### config.mk
export PLATFORM = sky130hd
export DESIGN_NAME = multi_click_detector_unit_flat
export DESIGN_NICKNAME = d
export VERILOG_FILES = /design/src/design/mcd_pkg.sv /design/src/design/mcd_in_if.sv /design/src/design/mcd_out_if.sv /design/src/design/multi_click_detector_unit.sv /design/src/flat_wrapper.sv
export SDC_FILE = /design/constraint.sdc
export NUM_CORES = 1
export LEC_CHECK = 0
export BUFFER_PORTS_ARGS = -buffer_cell sky130_fd_sc_hd__clkbuf_2
export CAP_MARGIN = 30
export CORE_ASPECT_RATIO = 1.5
export CORE_MARGIN = 1
export CORE_UTILIZATION = 55
export DETAILED_ROUTE_END_ITERATION = 8
export PLACE_DENSITY = 0.74
export REMOVE_ABC_BUFFERS = 1
export SLEW_MARGIN = 10
export SYNTH_ARGS = -nofsm -noshare
export SYNTH_HDL_FRONTEND = slang
export SYNTH_SLANG_ARGS = --single-unit
### constraint.sdc
create_clock -name i_clk -period 7.1 [get_ports i_clk]
set_input_delay 0.71 -clock i_clk [delete_from_list [all_inputs] [get_ports i_clk]]
set_output_delay 0.71 -clock i_clk [all_outputs]
set_load 0.02 [all_outputs]
### src/design/mcd_pkg.sv
// Shared types, codes, widths and reset values for the multi-click detector.
package mcd_pkg;

    localparam int SLOTS_DEF  = 5;
    localparam int TIMER_W    = 16;
    localparam int CFG_IDX_W  = 3;
    localparam int CFG_DATA_W = 16;

    localparam int TICK_W     = 7;
    localparam int DEAD_W     = 10;
    localparam int IDLE_RST_W = 14;
    localparam int CLICK_W    = 16;
    localparam int CAPS_W     = 5;
    localparam int COUNT_W    = 3;

    localparam logic [TICK_W-1:0]     TICK_RST     = 7'd10;
    localparam logic [DEAD_W-1:0]     DEAD_RST     = 10'd50;
    localparam logic [IDLE_RST_W-1:0] IDLE_RST_RST = 14'd500;
    localparam logic [CLICK_W-1:0]    MIN_RST      = 16'd75;
    localparam logic [CLICK_W-1:0]    MAX_RST      = 16'd250;
    localparam logic [CAPS_W-1:0]     CAPS_RST     = 5'd0;

    // count saturation and the largest count that owns a capability bit
    localparam int COUNT_MAX = 7;
    localparam int FIRE_MAX  = 5;

    localparam logic [CFG_IDX_W-1:0] CFG_TICK     = 3'd0;
    localparam logic [CFG_IDX_W-1:0] CFG_DEAD     = 3'd1;
    localparam logic [CFG_IDX_W-1:0] CFG_IDLE_RST = 3'd2;
    localparam logic [CFG_IDX_W-1:0] CFG_MIN      = 3'd3;
    localparam logic [CFG_IDX_W-1:0] CFG_MAX      = 3'd4;
    localparam logic [CFG_IDX_W-1:0] CFG_CAPS     = 3'd5;

    typedef enum logic [1:0] {
        KIND_PRESS = 2'd0,
        KIND_COUNT = 2'd1,
        KIND_DONE  = 2'd2
    } t_kind;

    typedef struct packed {
        t_kind              kind;
        logic [COUNT_W-1:0] count;
        logic               fired;
        logic               last;
    } t_result;

endpackage

### src/design/mcd_in_if.sv
// Input channel: one poll tick carrying the sampled button level.
interface mcd_in_if;
    logic valid;
    logic ready;
    logic pin_level;

    modport source (output valid, output pin_level, input ready);
    modport sink (input valid, input pin_level, output ready);
endinterface

### src/design/mcd_out_if.sv
// Output channel: one detector event.
interface mcd_out_if;
    logic       valid;
    logic       ready;
    logic [1:0] event_kind;
    logic [2:0] click_count;
    logic       action_fired;
    logic       last;

    modport source (output valid, output event_kind, output click_count,
                    output action_fired, output last, input ready);
    modport sink (input valid, input event_kind, input click_count,
                  input action_fired, input last, output ready);
endinterface

### src/design/multi_click_detector_unit.sv
// Multi-click button detector: tick step logic, click ring and result queue.
//
//  channel  | dir | handshake     | payload
//  ---------+-----+---------------+--------------------------------------------
//  i_in     | in  | valid/ready   | pin_level
//  o_out    | out | valid/ready   | event_kind, click_count, action_fired, last
//  i_cfg_*  | in  | write enable  | i_cfg_idx, i_cfg_data
//
// At most one tick is taken per cycle, while i_in.ready is high. Its state update
// and its results are registered at the accepting edge; the results join a
// three-entry result queue whose head shows on o_out. The queue sets the input
// rate: a tick is taken while at most one result is left after this cycle's
// output transaction, so a two-result tick occupies two output transactions.
// Synchronous active-low reset restores register defaults, clears the ring
// and empties the queue.
module multi_click_detector_unit #(
    parameter int SLOTS = mcd_pkg::SLOTS_DEF
) (
    input  logic                            i_clk,
    input  logic                            i_rst_n,
    mcd_in_if.sink                          i_in,
    mcd_out_if.source                       o_out,
    input  logic                            i_cfg_we,
    input  logic [mcd_pkg::CFG_IDX_W-1:0]   i_cfg_idx,
    input  logic [mcd_pkg::CFG_DATA_W-1:0]  i_cfg_data
);

    localparam int SW = (SLOTS > 1) ? $clog2(SLOTS) : 1;
    localparam int CW = $clog2(SLOTS + 1);
    localparam int VW = (CW > mcd_pkg::COUNT_W) ? CW : mcd_pkg::COUNT_W;
    localparam logic [SW-1:0] LAST_SLOT = SW'(SLOTS - 1);
    localparam int TW = mcd_pkg::TIMER_W;

    // configuration
    logic [mcd_pkg::TICK_W-1:0]     r_tick;
    logic [mcd_pkg::DEAD_W-1:0]     r_dead;
    logic [mcd_pkg::IDLE_RST_W-1:0] r_idle_rst;
    logic [mcd_pkg::CLICK_W-1:0]    r_min;
    logic [mcd_pkg::CLICK_W-1:0]    r_max;
    logic [mcd_pkg::CAPS_W-1:0]     r_caps;

    // detector state
    logic          r_held;
    logic [TW-1:0] r_press;
    logic [TW-1:0] r_idle;
    logic [TW-1:0] r_len [SLOTS];
    logic [SW-1:0] r_slot;

    logic          n_held;
    logic [TW-1:0] n_press;
    logic [TW-1:0] n_idle;
    logic [TW-1:0] n_len [SLOTS];
    logic [SW-1:0] n_slot;

    // result queue, head at entry 0
    mcd_pkg::t_result r_q [3];
    logic [1:0]       r_qcnt;
    mcd_pkg::t_result n_q [3];
    logic [1:0]       n_qcnt;

    mcd_pkg::t_result res0;
    mcd_pkg::t_result res1;
    logic [1:0]       push;
    logic [1:0]       push_eff;
    logic [1:0]       base;
    logic [VW-1:0]    vcnt;
    logic             acc;
    logic             pop;

    function automatic logic [TW-1:0] sat_add(input logic [TW-1:0] a,
                                              input logic [mcd_pkg::TICK_W-1:0] b);
        logic [TW:0] s;
        s = {1'b0, a} + (TW + 1)'(b);
        return s[TW] ? '1 : s[TW-1:0];
    endfunction

    assign pop         = (r_qcnt != 2'd0) && o_out.ready;
    assign base        = r_qcnt - {1'b0, pop};
    assign i_in.ready  = (base <= 2'd1);
    assign acc         = i_in.valid && i_in.ready;

    assign o_out.valid        = (r_qcnt != 2'd0);
    assign o_out.event_kind   = r_q[0].kind;
    assign o_out.click_count  = r_q[0].count;
    assign o_out.action_fired = r_q[0].fired;
    assign o_out.last         = r_q[0].last;

    // one tick of the detector
    always_comb begin
        n_held  = r_held;
        n_press = r_press;
        n_idle  = r_idle;
        n_len   = r_len;
        n_slot  = r_slot;
        res0    = '0;
        res1    = '0;
        push    = 2'd0;
        vcnt    = '0;
        if (!r_held && (r_press < TW'(r_dead))) begin
            // inside the dead time: advance the press timer, ignore the pin
            n_press = sat_add(r_press, r_tick);
        end else begin
            n_held = i_in.pin_level;
            if (!i_in.pin_level) begin
                if (r_press == '0) begin
                    res0 = '{kind: mcd_pkg::KIND_PRESS, count: '0, fired: 1'b0, last: 1'b1};
                    push = 2'd1;
                end
                n_press = sat_add(r_press, r_tick);
                n_idle  = '0;
            end else begin
                if (r_press != '0) begin
                    n_len[r_slot] = r_press;
                    n_slot = (r_slot == LAST_SLOT) ? '0 : r_slot + SW'(1);
                end
                n_idle  = sat_add(r_idle, r_tick);
                n_press = '0;
            end
            // a press resets idle time, so evaluation never meets a press start
            if ((n_idle > TW'(r_idle_rst)) && (n_len[0] != '0)) begin
                for (int k = 0; k < SLOTS; k++) begin
                    if ((n_len[k] >= r_min) && (n_len[k] <= r_max)) begin
                        vcnt = vcnt + VW'(1);
                    end
                end
                if (vcnt != '0) begin
                    res0.kind  = mcd_pkg::KIND_COUNT;
                    res0.count = (vcnt > VW'(mcd_pkg::COUNT_MAX)) ?
                                 mcd_pkg::COUNT_W'(mcd_pkg::COUNT_MAX) : vcnt[2:0];
                    res0.fired = (vcnt <= VW'(mcd_pkg::FIRE_MAX)) ?
                                 r_caps[vcnt[2:0] - 3'd1] : 1'b0;
                    res0.last  = 1'b0;
                    res1 = '{kind: mcd_pkg::KIND_DONE, count: '0, fired: 1'b0, last: 1'b1};
                    push = 2'd2;
                end else begin
                    res0 = '{kind: mcd_pkg::KIND_DONE, count: '0, fired: 1'b0, last: 1'b1};
                    push = 2'd1;
                end
                for (int k = 0; k < SLOTS; k++) begin
                    n_len[k] = '0;
                end
                n_slot = '0;
            end
        end
    end

    // queue: drop the head on an output transaction, append this tick's results
    always_comb begin
        push_eff = acc ? push : 2'd0;
        for (int k = 0; k < 3; k++) begin
            n_q[k] = (pop && k < 2) ? r_q[k + 1] : r_q[k];
            if ((push_eff != 2'd0) && (2'(k) == base)) begin
                n_q[k] = res0;
            end
            if ((push_eff == 2'd2) && (2'(k) == 2'(base + 2'd1))) begin
                n_q[k] = res1;
            end
        end
        n_qcnt = base + push_eff;
    end

    always_ff @(posedge i_clk) begin
        if (!i_rst_n) begin
            r_tick     <= mcd_pkg::TICK_RST;
            r_dead     <= mcd_pkg::DEAD_RST;
            r_idle_rst <= mcd_pkg::IDLE_RST_RST;
            r_min      <= mcd_pkg::MIN_RST;
            r_max      <= mcd_pkg::MAX_RST;
            r_caps     <= mcd_pkg::CAPS_RST;
        end else if (i_cfg_we) begin
            case (i_cfg_idx)
                mcd_pkg::CFG_TICK:     r_tick     <= i_cfg_data[mcd_pkg::TICK_W-1:0];
                mcd_pkg::CFG_DEAD:     r_dead     <= i_cfg_data[mcd_pkg::DEAD_W-1:0];
                mcd_pkg::CFG_IDLE_RST: r_idle_rst <= i_cfg_data[mcd_pkg::IDLE_RST_W-1:0];
                mcd_pkg::CFG_MIN:      r_min      <= i_cfg_data[mcd_pkg::CLICK_W-1:0];
                mcd_pkg::CFG_MAX:      r_max      <= i_cfg_data[mcd_pkg::CLICK_W-1:0];
                mcd_pkg::CFG_CAPS:     r_caps     <= i_cfg_data[mcd_pkg::CAPS_W-1:0];
                default: ;
            endcase
        end
    end

    always_ff @(posedge i_clk) begin
        if (!i_rst_n) begin
            r_held  <= 1'b1;
            r_press <= '0;
            r_idle  <= '0;
            r_slot  <= '0;
            for (int k = 0; k < SLOTS; k++) begin
                r_len[k] <= '0;
            end
        end else if (acc) begin
            r_held  <= n_held;
            r_press <= n_press;
            r_idle  <= n_idle;
            r_slot  <= n_slot;
            r_len   <= n_len;
        end
    end

    always_ff @(posedge i_clk) begin
        if (!i_rst_n) begin
            r_qcnt <= 2'd0;
        end else begin
            r_qcnt <= n_qcnt;
        end
    end

    always_ff @(posedge i_clk) begin
        r_q <= n_q;
    end

endmodule

### src/flat_wrapper.sv
// flat-port wrapper written by rule: the top's interface ports become plain ports
module multi_click_detector_unit_flat 
#(
    parameter int SLOTS = mcd_pkg::SLOTS_DEF
)
  (i_clk, i_rst_n, i_cfg_we, i_cfg_idx, i_cfg_data, i_in_valid, i_in_pin_level, i_in_ready, o_out_valid, o_out_event_kind, o_out_click_count, o_out_action_fired, o_out_last, o_out_ready);
  mcd_in_if i_in_i ();
  mcd_out_if o_out_i ();
  input  logic i_clk;
  input  logic i_rst_n;
  input  logic i_cfg_we;
  input  logic [mcd_pkg::CFG_IDX_W-1:0] i_cfg_idx;
  input  logic [mcd_pkg::CFG_DATA_W-1:0] i_cfg_data;
  input wire logic [$bits(i_in_i.valid)-1:0] i_in_valid;
  input wire logic [$bits(i_in_i.pin_level)-1:0] i_in_pin_level;
  output wire logic [$bits(i_in_i.ready)-1:0] i_in_ready;
  output wire logic [$bits(o_out_i.valid)-1:0] o_out_valid;
  output wire logic [$bits(o_out_i.event_kind)-1:0] o_out_event_kind;
  output wire logic [$bits(o_out_i.click_count)-1:0] o_out_click_count;
  output wire logic [$bits(o_out_i.action_fired)-1:0] o_out_action_fired;
  output wire logic [$bits(o_out_i.last)-1:0] o_out_last;
  input wire logic [$bits(o_out_i.ready)-1:0] o_out_ready;
  assign i_in_i.valid = i_in_valid;
  assign i_in_i.pin_level = i_in_pin_level;
  assign i_in_ready = i_in_i.ready;
  assign o_out_valid = o_out_i.valid;
  assign o_out_event_kind = o_out_i.event_kind;
  assign o_out_click_count = o_out_i.click_count;
  assign o_out_action_fired = o_out_i.action_fired;
  assign o_out_last = o_out_i.last;
  assign o_out_i.ready = o_out_ready;
  multi_click_detector_unit #(.SLOTS(SLOTS)) u_core (.i_clk(i_clk), .i_rst_n(i_rst_n), .i_in(i_in_i), .o_out(o_out_i), .i_cfg_we(i_cfg_we), .i_cfg_idx(i_cfg_idx), .i_cfg_data(i_cfg_data));
endmodule
==> summary.txt <==
Die ar. = 27100 sq um
Layout cells sized above 1 = 18.1%
Outcome = finished, final reports clean
WP data required = 7380 ps
Post-Synthesis Cells = 1654
Number of flops mapped to enable cells by yosys = 21
Share of flip-flops with an asynchronous set or reset = 0%
Hold Vio Cnt, Final = 0
Wire per inst = 21.4 um
Die Ht = 201 um
Final net count = 1976
Layout area overhead = 15.2%
CTS Buffer Depth = 3
Cell variety after synth = 78
Multi-input gate area = 9890 sq um
Global route total overflow = 0
Placer Congestion = 0.948
Setup WS pre-CTS = -389 ps
MaxCap Viol Count = 0
Period utilisation layout = 97.8%
Mean Syn Cell Area = 8.79 sq um
Post-synthesis sequential area ratio = 29.9%
Clock sinks = 207
First-pass GRT wire length = 68500 um
Least-Margin Pin Slew = 946 ps
Initial drt markers = 763
Register Area = 4360 sq um
Crit-path max FO = 4
Startpoint types = register
CTS tree = built
Slowest cell on crit path = or4_4
Ys flop type = dfxtp_1
Post-Place Cells = 2032
LEAKAGE = 7.32 nW
Via density = 6.21
Power Density = 191 nW/um^2
Post-layout util = 64.8%
Commonest non-fill, non-tap cell in the layout = nand2_1
Ant. Diodes = 0
Htree depth = 1
Clock Pin Slew Worst Setup and Hold Paths = 60 ps
# setup viols final = 0
Setup CP Type = reg -> reg
Root buffer cell = clkbuf_16
Max Fclk = 144 MHz
# rows = 72
Fin cells = 2089
GR Util All Layers = 32.7%
Vias in the first global route = 12.9k
# port buffers = 33
Max IR drop VDD = 0.000178 V
IO Count = 34
# fillers = 2133
Clock buffer count from CTS = 22
Max-slew violation count = 0
Synth Register Bits = 207
Final instance area = 16800 sq um
Critical Path AT = 7220 ps
CP Capture Type = register
Slowest cell delay on critical path = 540 ps
Clk Latency, worst-skew pair = 530 ps
Via Count = 13.0k
Largest net degree at the start of global routing = 117
Ys Warns = 0
Tightest Hold Check Type = in -> reg
Post-detail-place hpwl = 32100 um
Core area = 25900 sq um
Final ANT Viol Nets = 0
Post-route setup slack = 159 ps
Min cycle time layout = 6940 ps
Most frequent cells in the layout = nand2_1, ha_1, dfxtp_1
Final TNS setup = 0 ps
Layout Skew = 11.1 ps
Die W = 135 um
Hold Buf Count CTS = 0
Initial DRT Pass Iterations = 7
Synthesized area = 14500 sq um
Max-Slew Margin vs Limit = 37.0%
Final wirelength = 44600 um
RSZ-0062 raised after global routing = yes
Initial Util = 56.2%
Placed cell area = 15500 sq um
DRC Markers = 0
Antenna violations before repair = 0
-- power by group --
group | internal, mW | switching (mW) | leakage, nW
logic | 0.240 | 0.520 | 5.26
registers | 1.24 | 0.0223 | 1.71
clock network | 0.669 | 0.512 | 0.348
-- cells in the mapped netlist, types with 12 or more instances --
master | instances | share of area [%]
a211oi_1 | 16 | 0.83
and2_1 | 12 | 0.52
ha_1 | 209 | 18
nand4_1 | 24 | 1.0
a21o_1 | 47 | 2.4
o21ai_0 | 62 | 2.1
nand3_1 | 29 | 1.0
nand2_1 | 219 | 5.7
a21boi_0 | 72 | 3.7
mux2i_1 | 17 | 1.2
nor2b_1 | 101 | 4.3
inv_1 | 88 | 2.3
nand2b_1 | 17 | 0.73
mux2_2 | 74 | 5.7
clkbuf_1 | 48 | 1.2
a22oi_1 | 74 | 3.8
nor2_1 | 52 | 1.3
a21oi_1 | 68 | 2.3
buf_2 | 21 | 0.72
nor3_1 | 19 | 0.65
edfxtp_1 | 21 | 4.3
dfxtp_1 | 186 | 26
o211ai_1 | 30 | 1.5
-- per-layer routing --
layer / track usage [%] / share of wire [%]
met3: 4.64 / 5.3
met4: 24.5 / 8.2
met2: 56.5 / 48
met1: 36.0 / 38
met5: 0 / 0
-- state kept, by name (all words and copies together) (netlist names), 2 cells and up --
register                  count
u_core.o_out.click_count      3
u_core.o_out.event_kind       2
u_core.r_caps                 5
u_core.r_dead                10
u_core.r_idle                16
u_core.r_idle_rst            14
u_core.r_len                 80
u_core.r_max                 16
u_core.r_min                 16
u_core.r_press               16
u_core.r_q                   14
u_core.r_qcnt                 2
u_core.r_slot                 3
u_core.r_tick                 7
-- worst max-delay path, delay by kind of cell (launching register included) --
family                     cells  cell delay, ps
and+or+nand+nor               10            2200
muxes                          3             770
AOI/OAI and AO/OA              9            1360
xor gates and xnor gates       1             170
buffers and inverters          5             540
DFF                            1             320
adders and majority gates      5            1320
-- metrics by stage --
stage	total power, mW	hold WS, ps
after global placement	2.00	454
final	3.21	436
after detailed placement	2.01	460
after CTS	3.19	426
after global routing	3.32	460
after floorplan	1.71	443
-- path summary, 6_finish.rpt --
path / endpoint / start / slack, ps / cells after the start
worst max-delay path: u_core.r_q[8] / u_core.r_press[7] / 160 / 33
worst min-delay path: u_core.r_max[15] / i_cfg_data[15] / 440 / 3
worst max register to register: u_core.r_q[8] / u_core.r_press[7] / 160 / 33
worst min register to register: u_core.r_idle_rst[9] / u_core.r_idle_rst[9] / 460 / 2
-- what timing repair did --
item / 4_1_cts / 5_1_grt
endpoints found under the setup margin: 11 / 30
buffers inserted: 11 / 7
pin swaps: 14 / 35
cloned: 0 / 0
resized for setup: 12 / 53
-- cell families (layout without fill, tap and decap cells) --
| kind of cell | Yosys count | count (layout) | synth area share, % |
|---|---|---|---|
| and+or+nand+nor | 529 | 529 | 18.3 |
| AOI/OAI and AO/OA | 435 | 435 | 20.8 |
| adders and majority gates | 211 | 211 | 18.3 |
| DFF | 207 | 207 | 29.9 |
| buffers and inverters | 165 | 267 | 4.62 |
| muxes | 91 | 91 | 6.90 |
| xor gates and xnor gates | 16 | 16 | 1.13 |
-- layout make-up --
type / count / area share, %
well taps: 333 / 2.49
clock inverters: 13 / 0.620
inverters: 88 / 1.97
flip-flops and latches: 207 / 26.0
multi-input cells: 1282 / 59.0
clock buffers: 27 / 3.76
repair buffers: 139 / 6.14
Power figures use the tool's default switching activity.
